## config.mk

```make
export PLATFORM = sky130hd
export DESIGN_NAME = overwrite_oldest_byte_fifo
export DESIGN_NICKNAME = d
export VERILOG_FILES = /design/src/rtl/owbf_pkg.sv /design/src/rtl/owbf_front.sv /design/src/rtl/owbf_back.sv /design/src/rtl/overwrite_oldest_byte_fifo.sv
export SDC_FILE = /design/constraint.sdc
export NUM_CORES = 1
export LEC_CHECK = 0
export BUFFER_PORTS_ARGS = -buffer_cell sky130_fd_sc_hd__buf_2
export CAP_MARGIN = 20
export CELL_PAD_IN_SITES_DETAIL_PLACEMENT = 1
export CELL_PAD_IN_SITES_GLOBAL_PLACEMENT = 2
export CORE_ASPECT_RATIO = 1.75
export CORE_MARGIN = 4
export CORE_UTILIZATION = 35
export DETAILED_ROUTE_END_ITERATION = 8
export PLACE_DENSITY_LB_ADDON = 0.12
export RECOVER_POWER = 100
export SYNTH_ARGS = -nofsm -noshare
export SYNTH_HDL_FRONTEND = slang
export SYNTH_SLANG_ARGS = --single-unit
```

## constraint.sdc

```tcl
create_clock -name clk -period 5.9 [get_ports clk]
set_input_delay 0.59 -clock clk [delete_from_list [all_inputs] [get_ports clk]]
set_output_delay 0.59 -clock clk [all_outputs]
set_load 0.01 [all_outputs]
```

## src/rtl/owbf_pkg.sv

```systemverilog
// ----------------------------------------------------------------------------
// owbf_pkg
// Shared types and constants for the overwrite-oldest byte FIFO.
// ----------------------------------------------------------------------------
package owbf_pkg;

    localparam int DEPTH_DEF = 64;
    localparam int LEVEL_W   = 7;
    localparam int CNT_W     = 32;
    localparam int QDEPTH    = 2;

    localparam logic [1:0] REQ_WRITE = 2'd0;
    localparam logic [1:0] REQ_DRAIN = 2'd1;
    localparam logic [1:0] REQ_CLEAR = 2'd2;

    typedef struct packed {
        logic [1:0] req_type;
        logic [7:0] data_byte;
    } in_t;

    typedef struct packed {
        logic [7:0]         out_byte;
        logic               has_data;
        logic               last;
        logic [LEVEL_W-1:0] level;
        logic [CNT_W-1:0]   dropped_total;
    } out_t;

    typedef struct packed {
        logic       is_write;
        logic       is_drain;
        logic       is_clear;
        logic [7:0] data_byte;
    } cmd_t;

endpackage

```

## src/rtl/owbf_front.sv

```systemverilog
// ----------------------------------------------------------------------------
// owbf_front
// Accepts requests, decodes them into commands and holds them in a short
// queue for the back end.
// ----------------------------------------------------------------------------
module owbf_front (
    input  logic            clk,
    input  logic            rst_n,
    input  logic            req_valid,
    output logic            req_ready,
    input  owbf_pkg::in_t   req_data,
    output logic            cmd_valid,
    input  logic            cmd_pop,
    output owbf_pkg::cmd_t  cmd
);
    import owbf_pkg::*;

    localparam int PW = (QDEPTH > 1) ? $clog2(QDEPTH) : 1;
    localparam int CW = $clog2(QDEPTH + 1);

    cmd_t            queue_reg [QDEPTH];
    logic [PW-1:0]   wr_ptr_reg;
    logic [PW-1:0]   wr_ptr_next;
    logic [PW-1:0]   rd_ptr_reg;
    logic [PW-1:0]   rd_ptr_next;
    logic [CW-1:0]   count_reg;
    logic [CW-1:0]   count_next;
    cmd_t            dec;
    logic            push;
    logic            pop;

    always_comb
    begin
        dec           = '0;
        dec.data_byte = req_data.data_byte;
        case (req_data.req_type)
            REQ_WRITE: dec.is_write = 1'b1;
            REQ_DRAIN: dec.is_drain = 1'b1;
            REQ_CLEAR: dec.is_clear = 1'b1;
            default:   dec          = '0;
        endcase
    end

    assign req_ready = (count_reg != CW'(QDEPTH));
    assign cmd_valid = (count_reg != '0);
    assign cmd       = queue_reg[rd_ptr_reg];
    assign push      = req_valid && req_ready;
    assign pop       = cmd_pop && cmd_valid;

    always_comb
    begin
        wr_ptr_next = wr_ptr_reg;
        rd_ptr_next = rd_ptr_reg;
        count_next  = count_reg;
        if (push)
        begin
            wr_ptr_next = (wr_ptr_reg == PW'(QDEPTH - 1)) ? '0 : wr_ptr_reg + 1'b1;
        end
        if (pop)
        begin
            rd_ptr_next = (rd_ptr_reg == PW'(QDEPTH - 1)) ? '0 : rd_ptr_reg + 1'b1;
        end
        if (push && !pop)
        begin
            count_next = count_reg + 1'b1;
        end
        else if (pop && !push)
        begin
            count_next = count_reg - 1'b1;
        end
    end

    always_ff @(posedge clk or negedge rst_n)
    begin
        if (!rst_n)
        begin
            wr_ptr_reg <= '0;
            rd_ptr_reg <= '0;
            count_reg  <= '0;
        end
        else
        begin
            wr_ptr_reg <= wr_ptr_next;
            rd_ptr_reg <= rd_ptr_next;
            count_reg  <= count_next;
        end
    end

    always_ff @(posedge clk)
    begin
        if (push)
        begin
            queue_reg[wr_ptr_reg] <= dec;
        end
    end

endmodule

```

## src/rtl/owbf_back.sv

```systemverilog
// ----------------------------------------------------------------------------
// owbf_back
// Executes commands against the ring buffer: stores bytes, streams drains
// through a registered read, and drives the result register.
// ----------------------------------------------------------------------------
module owbf_back #(
    parameter int DEPTH = owbf_pkg::DEPTH_DEF
) (
    input  logic            clk,
    input  logic            rst_n,
    input  logic            cmd_valid,
    output logic            cmd_pop,
    input  owbf_pkg::cmd_t  cmd,
    output logic            res_valid,
    input  logic            res_ready,
    output owbf_pkg::out_t  res_data
);
    import owbf_pkg::*;

    localparam int AW = (DEPTH > 1) ? $clog2(DEPTH) : 1;
    localparam int LW = $clog2(DEPTH + 1);
    localparam logic [AW:0]   DEPTH_S = (AW + 1)'(DEPTH);
    localparam logic [LW-1:0] DEPTH_L = LW'(DEPTH);

    logic [7:0]        mem [DEPTH];
    logic [AW-1:0]     head_reg;
    logic [AW-1:0]     head_next;
    logic [LW-1:0]     level_reg;
    logic [LW-1:0]     level_next;
    logic [CNT_W-1:0]  drop_reg;
    logic [CNT_W-1:0]  drop_next;
    logic [AW-1:0]     rd_ptr_reg;
    logic [AW-1:0]     rd_ptr_next;
    logic [LW-1:0]     remain_reg;
    logic [LW-1:0]     remain_next;
    logic              pend_reg;
    logic              pend_next;
    logic              pend_last_reg;
    logic              pend_last_next;
    logic [7:0]        rdata_reg;
    logic              out_valid_reg;
    logic              out_valid_next;
    out_t              out_reg;
    out_t              out_next;
    logic              out_free;
    logic              draining;
    logic              pend_move;
    logic              issue;
    logic              take;
    logic              emit;
    logic              mem_we;
    logic [AW-1:0]     mem_waddr;

    function automatic logic [AW-1:0] wrap(input logic [AW:0] s);
        logic [AW:0] r;
        r = (s >= DEPTH_S) ? s - DEPTH_S : s;
        return r[AW-1:0];
    endfunction

    assign out_free  = !out_valid_reg || res_ready;
    assign draining  = (remain_reg != '0);
    assign pend_move = pend_reg && out_free;
    assign issue     = draining && (!pend_reg || out_free);
    assign take      = cmd_valid && !draining && !pend_reg && out_free;
    assign cmd_pop   = take;
    assign res_valid = out_valid_reg;
    assign res_data  = out_reg;

    always_comb
    begin
        head_next      = head_reg;
        level_next     = level_reg;
        drop_next      = drop_reg;
        rd_ptr_next    = rd_ptr_reg;
        remain_next    = remain_reg;
        pend_next      = pend_reg;
        pend_last_next = pend_last_reg;
        mem_we         = 1'b0;
        mem_waddr      = wrap({1'b0, head_reg} + (AW + 1)'(level_reg));
        emit           = 1'b0;

        if (issue)
        begin
            rd_ptr_next    = wrap({1'b0, rd_ptr_reg} + 1'b1);
            remain_next    = remain_reg - 1'b1;
            pend_next      = 1'b1;
            pend_last_next = (remain_reg == LW'(1));
        end
        else if (pend_move)
        begin
            pend_next = 1'b0;
        end

        if (take)
        begin
            if (cmd.is_write)
            begin
                mem_we = 1'b1;
                emit   = 1'b1;
                if (level_reg == DEPTH_L)
                begin
                    mem_waddr = head_reg;
                    head_next = wrap({1'b0, head_reg} + 1'b1);
                    if (drop_reg != '1)
                    begin
                        drop_next = drop_reg + 1'b1;
                    end
                end
                else
                begin
                    level_next = level_reg + 1'b1;
                end
            end
            else if (cmd.is_drain)
            begin
                if (level_reg == '0)
                begin
                    emit = 1'b1;
                end
                else
                begin
                    rd_ptr_next = head_reg;
                    remain_next = level_reg;
                    head_next   = wrap({1'b0, head_reg} + (AW + 1)'(level_reg));
                    level_next  = '0;
                end
            end
            else if (cmd.is_clear)
            begin
                emit       = 1'b1;
                head_next  = '0;
                level_next = '0;
                drop_next  = '0;
            end
            else
            begin
                emit = 1'b1;
            end
        end

        out_valid_next = out_valid_reg && !res_ready;
        out_next       = out_reg;
        if (pend_move)
        begin
            out_valid_next         = 1'b1;
            out_next.out_byte      = rdata_reg;
            out_next.has_data      = 1'b1;
            out_next.last          = pend_last_reg;
            out_next.level         = '0;
            out_next.dropped_total = drop_reg;
        end
        else if (emit)
        begin
            out_valid_next         = 1'b1;
            out_next.out_byte      = '0;
            out_next.has_data      = 1'b0;
            out_next.last          = 1'b1;
            out_next.level         = LEVEL_W'(level_next);
            out_next.dropped_total = drop_next;
        end
    end

    always_ff @(posedge clk or negedge rst_n)
    begin
        if (!rst_n)
        begin
            head_reg      <= '0;
            level_reg     <= '0;
            drop_reg      <= '0;
            rd_ptr_reg    <= '0;
            remain_reg    <= '0;
            pend_reg      <= 1'b0;
            pend_last_reg <= 1'b0;
            out_valid_reg <= 1'b0;
        end
        else
        begin
            head_reg      <= head_next;
            level_reg     <= level_next;
            drop_reg      <= drop_next;
            rd_ptr_reg    <= rd_ptr_next;
            remain_reg    <= remain_next;
            pend_reg      <= pend_next;
            pend_last_reg <= pend_last_next;
            out_valid_reg <= out_valid_next;
        end
    end

    always_ff @(posedge clk)
    begin
        out_reg <= out_next;
    end

    always_ff @(posedge clk)
    begin
        if (mem_we)
        begin
            mem[mem_waddr] <= cmd.data_byte;
        end
        if (issue)
        begin
            rdata_reg <= mem[rd_ptr_reg];
        end
    end

endmodule

```

## src/rtl/overwrite_oldest_byte_fifo.sv

```systemverilog
// ----------------------------------------------------------------------------
// Path: a write, clear or empty drain result passes the front queue and the
// result register; a drained byte also passes the registered memory read.
// Throughput: one write or clear per cycle, one drained byte per cycle from
// the single read port, each while res_ready holds; a drain blocks new commands.
// Reset: rst_n empties the buffer and zeroes head and drop count at once.
// ----------------------------------------------------------------------------
// overwrite_oldest_byte_fifo
// Byte ring buffer that overwrites the oldest entry when full and reports
// level and a saturating drop count with every result.
// ----------------------------------------------------------------------------
module overwrite_oldest_byte_fifo #(
    parameter int DEPTH = owbf_pkg::DEPTH_DEF
) (
    input  logic            clk,
    input  logic            rst_n,
    input  logic            req_valid,
    output logic            req_ready,
    input  owbf_pkg::in_t   req_data,
    output logic            res_valid,
    input  logic            res_ready,
    output owbf_pkg::out_t  res_data
);
    import owbf_pkg::*;

    logic cmd_valid;
    logic cmd_pop;
    cmd_t cmd;

    owbf_front u_front (
        .clk       (clk),
        .rst_n     (rst_n),
        .req_valid (req_valid),
        .req_ready (req_ready),
        .req_data  (req_data),
        .cmd_valid (cmd_valid),
        .cmd_pop   (cmd_pop),
        .cmd       (cmd)
    );

    owbf_back #(
        .DEPTH (DEPTH)
    ) u_back (
        .clk       (clk),
        .rst_n     (rst_n),
        .cmd_valid (cmd_valid),
        .cmd_pop   (cmd_pop),
        .cmd       (cmd),
        .res_valid (res_valid),
        .res_ready (res_ready),
        .res_data  (res_data)
    );

endmodule

```

==> metrics.yaml <==
die:
  rows: 134
  core_area_sq_um: 76300
  io_pins: 65
  initial_utilization_pct: 35.3
  die_area_sq_um: 81700
  dieWidth_microns: 218
  die_h_microns: 375
cts:
  path_clk_slew_ns: 0.07
  clk-insertion-delay-late_ns: 0.66
  cts-htree-levels: 2
  cts_root_buffer: "clkbuf_16"
  clock-sinks: 656
  cts-buffers-inserted: 59
  cts_buffer_depth: 3
  cts_tree: "built"
sta:
  setup_tns_ns: 0
  rsz0062_at_grt: "false"
  hold_viol_final: 0
  min_period_ns: 4.96
  worstMarginPinSlew_ns: 3.62
  finalClockSkew_ns: 0.0151
  fmax_mhz: 201
  drv_slew: 647
  finalCritPeriodShare_pct: 84.1
  setup_viol: 0
  relSlewSlack_pct: -141
drt:
  drtAntennaViolNets: 0
  vias_per_cell: 5.33
  wl_per_cell_microns: 26.9
  routed_wirelength_mm: 74.6
  drt_first_pass_iters: 5
  drt_iter0_markers: 911
  drc: 0
  via_count: 14800
yosys:
  ys_ff_latch: 656
  syn_area_sq_um: 27000
  ys.flop_type: "edfxtp_1"
  yosysSeqAreaShare_pct: 71.6
  syn_area_per_cell_sq_um: 17.1
  ys_types: 62
  ys_async_sr_fraction_pct: 9.91
  synthesis.instances: 1578
  synth_fp_nets: 1607
  synth_edf_count: 583
  ys_warn_count: 0
worst_hold_path:
  hold_path_class: "primary input to register"
setup_path:
  critPathLaunch: "u_back.level_reg[1]"
  cpPeakStageDelay_ns: 1.01
  timing.critical_path.cells: "inv_1 > ha_1 > or4b_1 > nor3_1 > and3_1 > clkbuf_1 > mux2i_1 > nand2_1 > nor3_1"
  crit_fanout: 16
  cp-start-kind: "register"
  rr_worst_depth: 9
  cp_data_required_time_ns: 6.17
  worstPathArrival_ns: 5.24
  crit_top_cell: "nor3_1"
  r2r_start: "u_back.level_reg[1]"
  end_kind: "register"
  r2r_end: "u_back.mem[48][3]"
  worst-setup-path-type: "register to register"
  critPathSlowestCell: "nor3_1"
  critPathTopFamily: "simple AND/OR/NAND/NOR gates"
  crit_cells: 9
  r2r_slack_ns: 0.94
  path_buf_inv: 2
  setup.worst_path.end: "u_back.mem[48][3]"
place:
  hpwl_mm: 49.7
  io_buffers: 64
  routabilityCongestion: 0.801
  post_dp_cell_area_sq_um: 28800
  dpl.cell_count: 2653
power_and_ir_drop:
  p_leak_nw: 9.94
  p_per_area_nw_per_um2: 429
  vdd_ir_drop_max_mv: 0.299
  power_mw: 13.2
global_routing:
  grt_start_max_net_pins: 65
  grt_pass1_vias: 16100
  groute.usage.overall_pct: 18.2
  gr-total-overflow: 0
  grt_antenna_before_repair: 0
  grt_pass1_wl_mm: 110
layout:
  nets: 1737
  finish.utilization_pct: 40.4
  syn2layout_area_growth_pct: 14.3
  largest_reg_flops: 512
  nFillCells: 7519
  stdcell_count: 2778
  num_antenna_cells: 0
  fin_area_sq_um: 30800
  layout-drive-gt1-share_pct: 16.0
run_status:
  outcome: "finished, violations left"
  violations: "max-capacitance violations, max-slew violations"
flow_run:
  maxCapViolations: 11
-- logic make-up after synthesis --
logic type | synth area share (%)
xor+xnor | 0.747
buf+inv | 1.60
flops | 71.6
compound gates | 5.56
simple gates | 7.42
mux | 12.4
fa+ha+maj | 0.724
-- cells in the mapped netlist, types with 19 or more instances --
| library cell | instances | share of area, % |
|---|---|---|
| mux2i_1 | 27 | 1.0 |
| buf_1 | 20 | 0.28 |
| nand4_1 | 22 | 0.51 |
| mux4_2 | 128 | 11 |
| and2_1 | 22 | 0.51 |
| nand2_1 | 99 | 1.4 |
| clkbuf_1 | 53 | 0.74 |
| nor2_1 | 51 | 0.71 |
| nand3_1 | 39 | 0.72 |
| a21oi_1 | 32 | 0.59 |
| and3_1 | 19 | 0.44 |
| nor3_1 | 78 | 1.4 |
| o21ai_0 | 47 | 0.87 |
| edfxtp_1 | 583 | 65 |
| a22o_1 | 19 | 0.62 |
| dfrtp_1 | 65 | 6.0 |
| a22oi_1 | 40 | 1.1 |
-- where the power goes --
group          switching (mW)  total, mW  internal, mW
sequential              0.252       5.74          5.48
combinational            1.83       3.06          1.23
clock                    1.82       4.41          2.58
total                    3.91       13.2          9.30
-- per-stage QoR --
stage | setup WS [ns] | hold slack (ns)
after floorplan | 2.58 | 0.294
after global placement | 1.41 | 0.429
after detailed placement | 1.19 | 0.433
after CTS | 1.20 | 0.191
after global routing | 0.550 | 0.239
final | 0.935 | 0.254
-- worst min path at each step --
stage,endpoint,slack [ns],startpoint,cells after the start
6_report,u_front.queue_reg[1][7],0.25,req_data[7],2
5_1_grt,u_front.queue_reg[0][1],0.24,req_data[1],2
4_1_cts,u_front.queue_reg[1][7],0.19,req_data[7],2
3_5_place_dp,u_back.res_data[40],0.43,u_back.res_data[40],2
3_3_place_gp,u_back.res_data[40],0.43,u_back.res_data[40],2
2_1_floorplan,u_back.drop_reg[0],0.29,rst_n,0
-- area by class of cell --
type	instances	area [sq um]	share of cell area (%)
sequential	656	19300	62.7
multi-input combinational	818	7220	23.4
clock buffer	63	1510	4.91
tap	1020	1280	4.14
clock inverter	48	723	2.35
timing repair buffer	156	704	2.29
inverter	17	63.8	0.207
-- metal layers --
layer | track usage [%] | wire length, microns | part of all wire (%) | up-vias
met5 | 0 | 0 | 0 | -
met4 | 6.26 | 2750 | 3.7 | 0
met3 | 2.23 | 2200 | 3.0 | 114
met2 | 35.5 | 42100 | 56 | 260
met1 | 20.1 | 27600 | 37 | 7794
li1 | - | - | - | 6629
-- repair_timing --
action                                  in CTS  in global routing
gates resized for setup                      0                  0
hold buffers                                 1                  0
setup buffers                                0                  0
endpoints found under the setup margin       0                  0
hold endpoints to repair                    15                  0
-- cells in the final DEF (no fill, tap or decap), types with 10 or more instances in the layout --
| cell type | instances |
|---|---|
| bufinv_16 | 16 |
| nor2_1 | 51 |
| clkbuf_1 | 128 |
| ha_1 | 14 |
| clkinv_2 | 10 |
| and4_1 | 10 |
| clkbuf_16 | 60 |
| o21ai_0 | 48 |
| buf_2 | 10 |
| nand3_1 | 39 |
| buf_4 | 18 |
| edfxtp_1 | 583 |
| inv_1 | 16 |
| o211ai_1 | 13 |
| a21oi_1 | 32 |
| a22oi_1 | 40 |
| nand4_1 | 22 |
| a221oi_1 | 17 |
| mux2_2 | 11 |
| a22o_1 | 19 |
| nor3_1 | 79 |
| mux2i_1 | 26 |
| and3_1 | 19 |
| xor2_1 | 14 |
| mux4_2 | 128 |
| or3_1 | 15 |
| and2_0 | 18 |
| nand2_1 | 99 |
| dfrtp_1 | 63 |
Power figures use the tool's default switching activity.
